File: src/sv/tsp_pkg.sv
// Shared types and constants for the sensor poll controller.
`default_nettype none
package tsp_pkg;

    localparam int REPLY_BYTES   = 11;
    localparam int REQUEST_BYTES = 8;
    localparam logic [7:0] STREAK_MAX = 8'd250;

    localparam logic [7:0] BYTE_SOF      = 8'h55;
    localparam logic [7:0] BYTE_LEN      = 8'h07;
    localparam logic [7:0] OP_READ       = 8'h05;
    localparam logic [7:0] OP_CAL_EC     = 8'h03;
    localparam logic [7:0] OP_CAL_TEMP   = 8'h04;
    localparam logic [7:0] OP_INFO_EC    = 8'h01;
    localparam logic [7:0] OP_INFO_TEMP  = 8'h02;
    localparam logic [7:0] RSP_INFO_EC   = 8'h81;
    localparam logic [7:0] RSP_INFO_TEMP = 8'h82;
    localparam logic [7:0] RSP_ACK_EC    = 8'h83;
    localparam logic [7:0] RSP_ACK_TEMP  = 8'h84;
    localparam logic [7:0] RSP_READ      = 8'h85;
    localparam logic [7:0] INFO_OK       = 8'h01;

    localparam logic [2:0] REG_POLL_INTERVAL = 3'd0;
    localparam logic [2:0] REG_READ_TIMEOUT  = 3'd1;
    localparam logic [2:0] REG_ACK_TIMEOUT   = 3'd2;
    localparam logic [2:0] REG_INFO_TIMEOUT  = 3'd3;
    localparam logic [2:0] REG_CALIB_PAUSE   = 3'd4;
    localparam logic [2:0] REG_CALIB_MAX     = 3'd5;

    typedef enum logic [2:0] {
        PH_IDLE, PH_WAIT_READ, PH_WAIT_ACK, PH_PAUSE, PH_WAIT_INFO
    } phase_t;

    typedef enum logic [1:0] {
        CMD_RX, CMD_TICK, CMD_CAL_EC, CMD_CAL_TEMP
    } cmd_t;

    typedef enum logic [1:0] {
        KIND_TX, KIND_SAMPLE, KIND_CAL_DONE, KIND_REFUSED
    } kind_t;

    // one request's worth of output: a whole frame or a single result
    typedef struct packed {
        logic        is_frame;
        kind_t       kind;
        logic [7:0]  fcmd;
        logic [7:0]  d0;
        logic [7:0]  d1;
        logic [7:0]  d2;
        logic [7:0]  d3;
        logic [1:0]  ch;
        logic [15:0] ec;
        logic [15:0] temp;
        logic        ok;
        logic [7:0]  streak;
        logic        busy;
    } desc_t;

endpackage
`default_nettype wire

File: src/sv/tsp_core.sv
// Poll, reply and calibration state machine; one request per cycle while the input handshake is accepted.
`default_nettype none
module tsp_core
    import tsp_pkg::*;
(
    input  wire logic        aclk,
    input  wire logic        aresetn,
    input  wire logic        cfg_wr_en,
    input  wire logic [2:0]  cfg_index,
    input  wire logic [15:0] cfg_wdata,
    input  wire logic        acc,
    input  wire logic [1:0]  command,
    input  wire logic [7:0]  rx_byte,
    input  wire logic [1:0]  channel,
    input  wire logic [15:0] reference_tenths,
    output logic             load,
    output desc_t            desc
);

    logic [15:0] poll_interval_reg, read_timeout_reg, ack_timeout_reg;
    logic [15:0] info_timeout_reg, calib_pause_reg;
    logic [3:0]  calib_max_reg;

    phase_t      phase_reg, phase_next;
    logic        active_reg, active_next, nchan_reg, nchan_next;
    logic [7:0]  rx_store_reg [REPLY_BYTES];
    logic [3:0]  rx_count_reg, rx_count_next;
    logic [7:0]  rx_sum_reg, rx_sum_next;
    logic [15:0] poll_reg, poll_next, wait_reg, wait_next;
    logic [3:0]  att_reg, att_next;
    logic        is_temp_reg, is_temp_next;
    logic [7:0]  streak_reg, streak_next;

    logic        listening, rx_wr, rx_done;
    logic [3:0]  cnt_a;
    logic [7:0]  sum_a;
    logic [15:0] wait_inc, poll_inc;
    logic [3:0]  att_inc;
    logic [1:0]  act_ch;
    logic        busy_now, emit;

    always_ff @(posedge aclk) begin
        if (!aresetn) begin
            poll_interval_reg <= 16'd1000;
            read_timeout_reg  <= 16'd200;
            ack_timeout_reg   <= 16'd500;
            info_timeout_reg  <= 16'd300;
            calib_pause_reg   <= 16'd500;
            calib_max_reg     <= 4'd5;
        end else if (cfg_wr_en) begin
            case (cfg_index)
                REG_POLL_INTERVAL: poll_interval_reg <= cfg_wdata;
                REG_READ_TIMEOUT:  read_timeout_reg  <= cfg_wdata;
                REG_ACK_TIMEOUT:   ack_timeout_reg   <= cfg_wdata;
                REG_INFO_TIMEOUT:  info_timeout_reg  <= cfg_wdata;
                REG_CALIB_PAUSE:   calib_pause_reg   <= cfg_wdata;
                REG_CALIB_MAX:     calib_max_reg     <= cfg_wdata[3:0];
                default: ;
            endcase
        end
    end

    assign listening = (cmd_t'(command) == CMD_RX) &&
        (phase_reg inside {PH_WAIT_READ, PH_WAIT_ACK, PH_WAIT_INFO});
    assign busy_now  = phase_reg inside {PH_WAIT_ACK, PH_PAUSE, PH_WAIT_INFO};
    assign wait_inc  = (wait_reg != 16'hFFFF) ? wait_reg + 16'd1 : wait_reg;
    assign poll_inc  = (poll_reg != 16'hFFFF) ? poll_reg + 16'd1 : poll_reg;
    assign att_inc   = att_reg + 4'd1;
    assign act_ch    = active_reg ? 2'd2 : 2'd1;

    // reply assembly
    always_comb begin
        rx_wr   = 1'b0;
        rx_done = 1'b0;
        cnt_a   = rx_count_reg;
        sum_a   = rx_sum_reg;
        if (listening && !(rx_count_reg == 4'd0 && rx_byte != BYTE_SOF)
            && rx_count_reg < 4'(REPLY_BYTES)) begin
            rx_wr = 1'b1;
            cnt_a = rx_count_reg + 4'd1;
            if (cnt_a < 4'(REPLY_BYTES)) begin
                sum_a = rx_sum_reg + rx_byte;
            end else if (rx_sum_reg != rx_byte) begin
                cnt_a = 4'd0;
                sum_a = 8'd0;
            end else begin
                rx_done = 1'b1;
            end
        end
    end

    always_comb begin
        phase_next    = phase_reg;
        active_next   = active_reg;
        nchan_next    = nchan_reg;
        rx_count_next = cnt_a;
        rx_sum_next   = sum_a;
        poll_next     = poll_reg;
        wait_next     = wait_reg;
        att_next      = att_reg;
        is_temp_next  = is_temp_reg;
        streak_next   = streak_reg;
        emit          = 1'b0;
        desc          = '0;
        desc.ch       = act_ch;
        desc.kind     = KIND_CAL_DONE;

        case (cmd_t'(command))
            CMD_RX: begin
                if (rx_done) begin
                    case (phase_reg)
                        PH_WAIT_READ: begin
                            if (rx_store_reg[2] == RSP_READ) begin
                                streak_next = 8'd0;
                                emit        = 1'b1;
                                desc.kind   = KIND_SAMPLE;
                                desc.ec     = {rx_store_reg[4], rx_store_reg[5]};
                                desc.temp   = {rx_store_reg[6], rx_store_reg[7]};
                            end else if (streak_reg < STREAK_MAX) begin
                                streak_next = streak_reg + 8'd1;
                            end
                            nchan_next = ~active_reg;
                            phase_next = PH_IDLE;
                        end
                        PH_WAIT_ACK: begin
                            if (rx_store_reg[2] ==
                                (is_temp_reg ? RSP_ACK_TEMP : RSP_ACK_EC)) begin
                                att_next   = 4'd0;
                                wait_next  = 16'd0;
                                phase_next = PH_PAUSE;
                            end else begin
                                phase_next = PH_IDLE;
                                emit       = 1'b1;
                            end
                        end
                        default: begin
                            if (rx_store_reg[2] ==
                                (is_temp_reg ? RSP_INFO_TEMP : RSP_INFO_EC)
                                && rx_store_reg[3] == INFO_OK) begin
                                phase_next = PH_IDLE;
                                emit       = 1'b1;
                                desc.ok    = 1'b1;
                            end else begin
                                att_next = att_inc;
                                if (att_inc >= calib_max_reg) begin
                                    phase_next = PH_IDLE;
                                    emit       = 1'b1;
                                end else begin
                                    wait_next  = 16'd0;
                                    phase_next = PH_PAUSE;
                                end
                            end
                        end
                    endcase
                end
            end
            CMD_TICK: begin
                poll_next = poll_inc;
                case (phase_reg)
                    PH_WAIT_READ: begin
                        wait_next = wait_inc;
                        if (wait_inc >= read_timeout_reg) begin
                            if (streak_reg < STREAK_MAX) streak_next = streak_reg + 8'd1;
                            nchan_next = ~active_reg;
                            phase_next = PH_IDLE;
                        end
                    end
                    PH_WAIT_ACK: begin
                        wait_next = wait_inc;
                        if (wait_inc >= ack_timeout_reg) begin
                            phase_next = PH_IDLE;
                            emit       = 1'b1;
                        end
                    end
                    PH_PAUSE: begin
                        wait_next = wait_inc;
                        if (wait_inc >= calib_pause_reg) begin
                            emit          = 1'b1;
                            desc.is_frame = 1'b1;
                            desc.kind     = KIND_TX;
                            desc.fcmd     = is_temp_reg ? OP_INFO_TEMP : OP_INFO_EC;
                            desc.d0       = {6'd0, act_ch};
                            rx_count_next = 4'd0;
                            rx_sum_next   = 8'd0;
                            wait_next     = 16'd0;
                            phase_next    = PH_WAIT_INFO;
                        end
                    end
                    PH_WAIT_INFO: begin
                        wait_next = wait_inc;
                        if (wait_inc >= info_timeout_reg) begin
                            att_next = att_inc;
                            if (att_inc >= calib_max_reg) begin
                                phase_next = PH_IDLE;
                                emit       = 1'b1;
                            end else begin
                                wait_next  = 16'd0;
                                phase_next = PH_PAUSE;
                            end
                        end
                    end
                    default: begin
                        if (poll_inc >= poll_interval_reg) begin
                            poll_next     = 16'd0;
                            active_next   = nchan_reg;
                            emit          = 1'b1;
                            desc.is_frame = 1'b1;
                            desc.kind     = KIND_TX;
                            desc.fcmd     = OP_READ;
                            desc.d0       = nchan_reg ? 8'd2 : 8'd1;
                            rx_count_next = 4'd0;
                            rx_sum_next   = 8'd0;
                            wait_next     = 16'd0;
                            phase_next    = PH_WAIT_READ;
                        end
                    end
                endcase
            end
            default: begin
                emit = 1'b1;
                if (busy_now || channel == 2'd0 || channel == 2'd3) begin
                    desc.kind = KIND_REFUSED;
                    desc.ch   = 2'd0;
                end else begin
                    active_next   = (channel == 2'd2);
                    is_temp_next  = (cmd_t'(command) == CMD_CAL_TEMP);
                    desc.is_frame = 1'b1;
                    desc.kind     = KIND_TX;
                    desc.d0       = {6'd0, channel};
                    if (cmd_t'(command) == CMD_CAL_TEMP) begin
                        desc.fcmd = OP_CAL_TEMP;
                        desc.d1   = reference_tenths[15:8];
                        desc.d2   = reference_tenths[7:0];
                    end else begin
                        desc.fcmd = OP_CAL_EC;
                        desc.d2   = reference_tenths[15:8];
                        desc.d3   = reference_tenths[7:0];
                    end
                    rx_count_next = 4'd0;
                    rx_sum_next   = 8'd0;
                    wait_next     = 16'd0;
                    phase_next    = PH_WAIT_ACK;
                end
            end
        endcase

        if (desc.is_frame) desc.ch = desc.d0[1:0];
        desc.streak = streak_next;
        desc.busy   = phase_next inside {PH_WAIT_ACK, PH_PAUSE, PH_WAIT_INFO};
    end

    assign load = acc && emit;

    always_ff @(posedge aclk) begin
        if (acc && rx_wr) rx_store_reg[rx_count_reg] <= rx_byte;
    end

    always_ff @(posedge aclk) begin
        if (!aresetn) begin
            phase_reg    <= PH_IDLE;
            active_reg   <= 1'b0;
            nchan_reg    <= 1'b0;
            rx_count_reg <= 4'd0;
            rx_sum_reg   <= 8'd0;
            poll_reg     <= 16'd0;
            wait_reg     <= 16'd0;
            att_reg      <= 4'd0;
            is_temp_reg  <= 1'b0;
            streak_reg   <= 8'd0;
        end else if (acc) begin
            phase_reg    <= phase_next;
            active_reg   <= active_next;
            nchan_reg    <= nchan_next;
            rx_count_reg <= rx_count_next;
            rx_sum_reg   <= rx_sum_next;
            poll_reg     <= poll_next;
            wait_reg     <= wait_next;
            att_reg      <= att_next;
            is_temp_reg  <= is_temp_next;
            streak_reg   <= streak_next;
        end
    end

endmodule
`default_nettype wire

File: src/sv/tsp_emit.sv
// Output register: sends a frame byte by byte or a single result.
`default_nettype none
module tsp_emit
    import tsp_pkg::*;
(
    input  wire logic        aclk,
    input  wire logic        aresetn,
    input  wire logic        load,
    input  wire desc_t       desc,
    output logic             ready,
    output logic             m_tvalid,
    input  wire logic        m_tready,
    output logic [55:0]      m_tdata,  // tx_byte, sample_channel, ec_tenths,
                                       // temp_tenths, calib_ok, fail_streak, calib_busy
    output logic [1:0]       m_tuser,  // kind
    output logic             m_tlast
);

    logic        busy_reg, busy_next;
    logic [2:0]  beat_reg, beat_next;
    desc_t       desc_reg;
    logic [7:0]  tx, fsum;
    logic        last_beat;

    assign fsum = BYTE_SOF + BYTE_LEN + desc_reg.fcmd + desc_reg.d0 + desc_reg.d1
                + desc_reg.d2 + desc_reg.d3;

    always_comb begin
        case (beat_reg)
            3'd0:    tx = BYTE_SOF;
            3'd1:    tx = BYTE_LEN;
            3'd2:    tx = desc_reg.fcmd;
            3'd3:    tx = desc_reg.d0;
            3'd4:    tx = desc_reg.d1;
            3'd5:    tx = desc_reg.d2;
            3'd6:    tx = desc_reg.d3;
            default: tx = fsum;
        endcase
    end

    assign last_beat = !desc_reg.is_frame || beat_reg == 3'(REQUEST_BYTES - 1);
    assign ready     = !busy_reg || (m_tready && last_beat);

    always_comb begin
        busy_next = busy_reg;
        beat_next = beat_reg;
        if (busy_reg && m_tready) begin
            if (last_beat) busy_next = 1'b0;
            else           beat_next = beat_reg + 3'd1;
        end
        if (load) begin
            busy_next = 1'b1;
            beat_next = 3'd0;
        end
    end

    always_ff @(posedge aclk) begin
        if (!aresetn) begin
            busy_reg <= 1'b0;
            beat_reg <= 3'd0;
        end else begin
            busy_reg <= busy_next;
            beat_reg <= beat_next;
        end
    end

    always_ff @(posedge aclk) begin
        if (load) desc_reg <= desc;
    end

    assign m_tvalid = busy_reg;
    assign m_tuser  = desc_reg.kind;
    assign m_tlast  = last_beat;
    assign m_tdata  = {4'd0, desc_reg.busy, desc_reg.streak, desc_reg.ok,
                       desc_reg.temp, desc_reg.ec, desc_reg.ch,
                       desc_reg.is_frame ? tx : 8'd0};

endmodule
`default_nettype wire

File: src/sv/tds_sensor_uart_poll_controller.sv
// Top level of the two-channel conductivity sensor poll controller.
// Accepts one request per cycle (link byte, 1 ms tick or calibration start) whenever
// the output register is free or handing over its last result; a request that
// starts a frame holds the input until the frame has drained, one byte per cycle while
// the output port takes it, so the output port sets the rate. Samples, calibration
// outcomes and refusals are a single beat. Configuration writes apply at once.
`default_nettype none
module tds_sensor_uart_poll_controller
    import tsp_pkg::*;
(
    input  wire logic        aclk,
    input  wire logic        aresetn,
    input  wire logic        cfg_wr_en,
    input  wire logic [2:0]  cfg_index,
    input  wire logic [15:0] cfg_wdata,
    input  wire logic        s_tvalid,
    output logic             s_tready,
    input  wire logic [31:0] s_tdata,  // rx_byte, channel, reference_tenths
    input  wire logic [1:0]  s_tuser,  // command
    output logic             m_tvalid,
    input  wire logic        m_tready,
    output logic [55:0]      m_tdata,  // tx_byte, sample_channel, ec_tenths,
                                       // temp_tenths, calib_ok, fail_streak, calib_busy
    output logic [1:0]       m_tuser,  // kind
    output logic             m_tlast
);

    logic  acc, load;
    desc_t desc;

    assign acc = s_tvalid && s_tready;

    tsp_core u_core (
        .aclk             (aclk),
        .aresetn          (aresetn),
        .cfg_wr_en        (cfg_wr_en),
        .cfg_index        (cfg_index),
        .cfg_wdata        (cfg_wdata),
        .acc              (acc),
        .command          (s_tuser),
        .rx_byte          (s_tdata[7:0]),
        .channel          (s_tdata[9:8]),
        .reference_tenths (s_tdata[25:10]),
        .load             (load),
        .desc             (desc)
    );

    tsp_emit u_emit (
        .aclk     (aclk),
        .aresetn  (aresetn),
        .load     (load),
        .desc     (desc),
        .ready    (s_tready),
        .m_tvalid (m_tvalid),
        .m_tready (m_tready),
        .m_tdata  (m_tdata),
        .m_tuser  (m_tuser),
        .m_tlast  (m_tlast)
    );

endmodule
`default_nettype wire

File: config.mk
export PLATFORM = sky130hd
export DESIGN_NAME = tds_sensor_uart_poll_controller
export DESIGN_NICKNAME = d
export VERILOG_FILES = /design/src/sv/tsp_pkg.sv /design/src/sv/tsp_core.sv /design/src/sv/tsp_emit.sv /design/src/sv/tds_sensor_uart_poll_controller.sv
export SDC_FILE = /design/constraint.sdc
export NUM_CORES = 1
export LEC_CHECK = 0
export BUFFER_PORTS_ARGS = -buffer_cell sky130_fd_sc_hd__buf_4
export CORE_UTILIZATION = 55
export CTS_BUF_LIST = sky130_fd_sc_hd__clkbuf_16
export CTS_CLUSTER_SIZE = 20
export DETAILED_ROUTE_END_ITERATION = 10
export PLACE_DENSITY = 0.74
export SKIP_LAST_GASP = 1
export SYNTH_ARGS = -nofsm -noshare
export SYNTH_HDL_FRONTEND = slang
export SYNTH_SLANG_ARGS = --single-unit
File: constraint.sdc
create_clock -name aclk -period 6.5 [get_ports aclk]
set_input_delay 0.325 -clock aclk [delete_from_list [all_inputs] [get_ports aclk]]
set_output_delay 0.325 -clock aclk [all_outputs]
set_load 0.1 [all_outputs]
# After elaboration in Yosys (flattened, before gate mapping)
# Memories as Yosys holds them, arrays and structs flattened. A register that Yosys moved wholly into a read port is not among the register bits.
# Index checks and enable logic that the tools add are counted.
# op_classes
add_sub_neg,12
magnitude_cmp,9
eq_ne,46
n_mux,116
n_bitwise,8
n_reduce_logical,56
# op_table
cell,count
2-to-1 mux 16 bit,13
2-to-1 mux 8 bit,16
one-hot mux 16 bit (2 select lines),3
>= comparator 16 bit,5
one-hot mux 8 bit (7 select lines),1
one-hot mux 16 bit (3 select lines),1
one-hot mux 8 bit (2 select lines),3
2-to-1 mux 4 bit,11
adder 8 bit,5
2-to-1 mux 19 bit,2
one-hot mux 19 bit (2 select lines),1
2-to-1 mux 35 bit,1
"adder 16 x 1 -> 16 bit, second input constant",2
"!= test 16 bit, second input constant",2
one-hot mux 4 bit (2 select lines),4
2-to-1 mux 3 bit,10
2-to-1 mux 1 bit,27
2-to-1 mux 2 bit,13
"equality test 3 x 2 -> 1 bit, second input constant",8
"equality test 3 bit, second input constant",8
AND reduction 2 bit,9
equality test 8 bit,2
AND reduction 8 bit,2
OR reduction 4 bit,4
other kinds (39),94
# word_totals
register_bits,205
mem_bits_rw,88
input_bits,58
out_inout_bits,61
n_memories,1
# memory_table
memory,depth,word_bits,read_ports,rd_clocked_by_memory_dff,write_ports,line_no,source
u_core.rx_store_reg,11,8,6,4,1,tsp_core.sv:26,logic [7:0] rx_store_reg [REPLY_BYTES];

# Logic depth before layout (Yosys ltp)
# logic_depth
ltp_word,11
mapped_depth,17
depth_no_buf,16

# Cells and area by module
# From an unflattened synthesis, not the netlist that was laid out.
# unflattened
hier_cells,1720
hier_area_um2,16210.5
# by_module_without_submodules
module,n_inst,cells_each,area_each_um2,seq_area_each_um2
tsp_core,1,1400,11707.5,4364.2
tsp_emit,1,319,4496.8,2692.6
tds_sensor_uart_poll_controller,1,1,6.3,0.0

# Worst setup path after synthesis
# No wires, ideal clock.
# synth_path
path_kind,register -> register
from,reg u_core.wait_reg[0]
to,reg u_emit.desc_reg[44] in the netlist's numbering (enable)
setup_ps,450
arrival_time_ps,5170
slack_ps,879
stages_incl_launch_ff,15
path_buffers,0
synth_period_minus_slack_ps,5621
path_cell_list,dfxtp_1 ha_1 and3_1 and3_1 nand3_1 nand3_1 or2_2 xnor2_1 ha_1 nand4_1 a2111oi_0 a211oi_1 or2_2 a21oi_1 o31a_1
# synth_between
elab_chain_len,7
word_cells_on_any_way,12
# synth_lines
item,line_no,source
from (decl),tsp_core.sv:29,"logic [15:0] poll_reg, poll_next, wait_reg, wait_next;"
from (signal assigned),tsp_core.sv:277,wait_reg <= wait_next;
adder 16 x 1 -> 16 bit / != test 16 bit (equally long branches),tsp_core.sv:66,assign wait_inc = (wait_reg != 16'hFFFF) ? wait_reg + 16'd1 : wait_reg;
2-to-1 mux 16 bit (*),tsp_core.sv:66,
>= comparator 16 bit (on tied branches),"tsp_core.sv:191, tsp_core.sv:170, tsp_core.sv:177",
2-to-1 mux 1 bit (on tied branches),"tsp_core.sv:191, tsp_core.sv:170, tsp_core.sv:177",
one-hot mux 1 bit (4 select lines) (*),tsp_core.sv:159,case (phase_reg)
one-hot mux 1 bit (2 select lines) (*),tsp_core.sv:108,case (cmd_t'(command))
logical AND 1 bit (*),tsp_core.sv:252,assign load = acc && emit;
named net load,tds_sensor_uart_poll_controller.sv:28,"logic acc, load;"
to (signal assigned),tsp_emit.sv:68,if (load) desc_reg <= desc;
to (decl),tsp_emit.sv:21,desc_t desc_reg;
# The timed path passes the listed nets; every way through them passes the cells marked *.
# A chain may end at the register's enable or synchronous reset.

# Final worst setup path
# layout_path
from,reg u_core.wait_reg[0]
to,reg u_emit.desc_reg[48] in the netlist's numbering (enable)
# Same word-level chain as after synthesis.

==> results by group <==
GRT
  – Gr usage total: 0.2450
  – Largest net degree at the start of global routing: 76
  – Number of global-route vias before repair: 11,183
  – Initial antenna violation count: 0
  – First-pass GRT wire length: 56,490 um
  – Total global routing overflow: 0

Flow run
  – MaxCap Viol Count: 0

Yosys
  – Synthesized area per cell: 9.216 sq um
  – Area leader, netlist: edfxtp_1
  – Top cells by area, synth: edfxtp_1 24%, dfxtp_1 20%, ha_1 10%, nand2_1 5.9%, a21oi_1 4.7%
  – Yosys top cell area share: 0.2437
  – Cell area after synthesis: 15,280 sq um
  – Count leader, synth: nand2_1
  – Ys flop type: dfxtp_1
  – Post-synthesis sequential area ratio: 0.4402
  – FFs w/ async S/R, synth: 0
  – Commonest cells post-synth: 241 x nand2_1, 150 x dfxtp_1, 144 x a21oi_1
  – Netlist cell types: 79
  – Synthesized flop and latch total: 274
  – Ys Warns: 0
  – EDFF count, synth: 124
  – Post-Syn Instances: 1,658

Place
  – Dpl cells: 2,038
  – IO Port Bufs: 108
  – RD Place Congestion: 0.9124
  – Pre-CTS setup slack: 1333 ps
  – DP Wirelength: 24,700 um

Power
  – Sw Pwr: 1.098 mW
  – PwrDens: 234.9 nW/um^2
  – Maximum VDD drop: 182.0 uV
  – Leak: 6.889 nW
  – Combinational group share of total power: 0.144
  – Sequential share of power: 0.471
  – Sw Ratio: 0.2761
  – Clock share of power: 0.385
  – Int Pwr: 2.878 mW

Hold path
  – Min-Delay Path Class: in -> reg

Layout
  – Final nets: 1,889
  – P&R area growth vs syn: 10.73%
  – Diodes inserted: 0
  – Number of flip-flops in the largest register: 48
  – Layout cell share with drive strength beyond 1: 0.1035
  – Finished Layout Cells: 2,092
  – Final Util: 0.6243

Routing
  – Post-DR wirelength/cell: 16.68 um
  – TritonRoute pass-1 iters: 7
  – Remaining antenna violation count: 0
  – Routed vias/inst: 5.719
  – Vias: 11,964
  – WL final: 34,890 um
  – Initial DRC Count: 1,119
  – Drc violations: 0

STA
  – Setup violators final: 0
  – Final hold violation count: 0
  – Fin crit share: 0.8138
  – Slew Viols, Final: 0
  – Worst slew pin tran: 1413 ps
  – Final min period: 5290 ps
  – Fin Setup TNS: 0 ps
  – Max Fclk: 0.1890 GHz
  – Slew Limit Headroom: 0.04930
  – Clk_skew: 8.095 ps
  – Final hold slack: 37.25 ps
  – Setup slack after layout: 1210 ps
  – RSZ-0062 raised after global routing: no

Floorplanning
  – Row count: 60
  – Core area: 27,100 sq um
  – Die Ht: 168.7 um
  – Die span in x: 168.7 um
  – Die area: 28,450 sq um
  – Starting Density: 0.5639
  – Ports: 119

Worst setup path
  – WS Path Type: reg -> reg
  – Crit path required time: 6710 ps
  – CP Capture Type: flip-flop
  – Startpoint Class: flip-flop
  – Worst path arrival time: 5500 ps
  – Worst Path Max Fanout: 75

Clocking
  – Clk Latency, worst-skew pair: 560 ps
  – CTS tree: yes
  – Hold Buf Count CTS: 0
  – Longest Clk Path Bufs: 3
  – CTS sink cnt: 274
  – Num CTS Buffers: 29
  – Resize count post-CTS: 0
  – CTS clk-pin slew, worst paths: 60 ps
  – Max H-tree Level: 1
  – Post-CTS Setup Inserts: 0
  – CTS root buffer: clkbuf_16

Status
  – Status: complete, no violations
placed cells by master, fill, tap and decap left out, types with 5 or more instances in the layout:
cell and instances:
ha_1 122, o22ai_1 10, mux2i_1 9, fa_1 12, o21a_1 13, nand2b_1 15, or2_2 7, xor2_1 13
and4_1 5, and3_1 18, o31ai_1 8, nor2_1 88, nor4_1 7, a22o_1 18, nand4_1 13, nand3b_1 5
a21o_1 19, edfxtp_1 124, or3_1 8, a31oi_1 10, nand2_1 241, a211oi_1 14, and2_1 54, xnor2_1 28
nand3_1 54, o21ai_0 53, a22oi_1 14, nor3b_1 5, dfxtp_1 150, clkbuf_16 29, inv_1 141, a21oi_1 144
o211ai_1 35, nor2b_1 13, buf_4 116, nor3_1 20, a2111oi_0 7, a222oi_1 5
final cells by class:
type / count / area (sq um)
Tap cell: 372 / 465.4
Clock buffer: 29 / 725.7
Inverter: 130 / 488.0
Multi-Input combinational cell: 1145 / 7466
Timing Repair Buffer: 117 / 890.9
Sequential cell: 274 / 6726
Clock inverter: 25 / 157.7
Fill cell: 2299 / 10180
critical path, stage by stage, from the launching register on:
cell and delay [ps]:
dfxtp_1 380, ha_1 270, and3_1 210, and3_1 210, nand3_1 310, nand4_1 170
xnor2_1 470, ha_1 280, o21a_1 120, o211ai_1 100, a2111oi_0 850, a211oi_1 250
or2_2 380, a21oi_1 220, o31a_2 310, buf_12 360
metrics by stage:
stage,instance area (sq um),power [mW]
2_1_floorplan,15290,2.335
3_3_place_gp,16040,2.461
3_5_place_dp,16040,2.476
4_1_cts,16920,4.000
5_1_grt,16920,4.123
6_report,16920,3.975
per-layer routing:
layer	up-vias	routed length [um]	global-route usage
met3	61	1995	0.03203
li1	5886	-	-
met2	394	16460	0.4136
met5	-	0	0
met4	0	836	0.06403
met1	5623	15610	0.3319
power groups by stage:
stage,Combinational [mW],Sequential [mW],Clock (mW)
floorplan,0.432,1.90,0
global placement,0.554,1.91,0
detailed placement,0.567,1.91,0
CTS,0.570,1.87,1.56
global route,0.619,1.88,1.63
finish,0.571,1.87,1.53
cells by family after synthesis:
group           after synthesis  share of synthesized area
flops                       274                     0.4402
buf+inv                     242                    0.07271
simple gates                570                     0.1777
mux                          12                   0.008106
compound gates              384                     0.1620
fa+ha+maj                   134                     0.1156
xor+xnor                     41                    0.02350
other cells                   1                  0.0002454
worst paths after layout:
| check | from | to | slack (ps) | depth (start not counted) |
|---|---|---|---|---|
| max | u_core.wait_reg[0]$_SDFFE_PN0P_ | u_emit.desc_reg[48]$_SDFFCE_PP0P_ | 1210 | 15 |
| min | s_tdata[6] | u_core.rx_store_reg[5][6]$_DFFE_PP_ | 40 | 1 |
| max reg2reg | u_core.wait_reg[0]$_SDFFE_PN0P_ | u_emit.desc_reg[48]$_SDFFCE_PP0P_ | 1210 | 15 |
| min reg2reg | u_core.poll_interval_reg[11]$_SDFFE_PN0P_ | u_core.poll_interval_reg[11]$_SDFFE_PN0P_ | 450 | 2 |
Note: power is estimated with default switching activity, not from simulation.
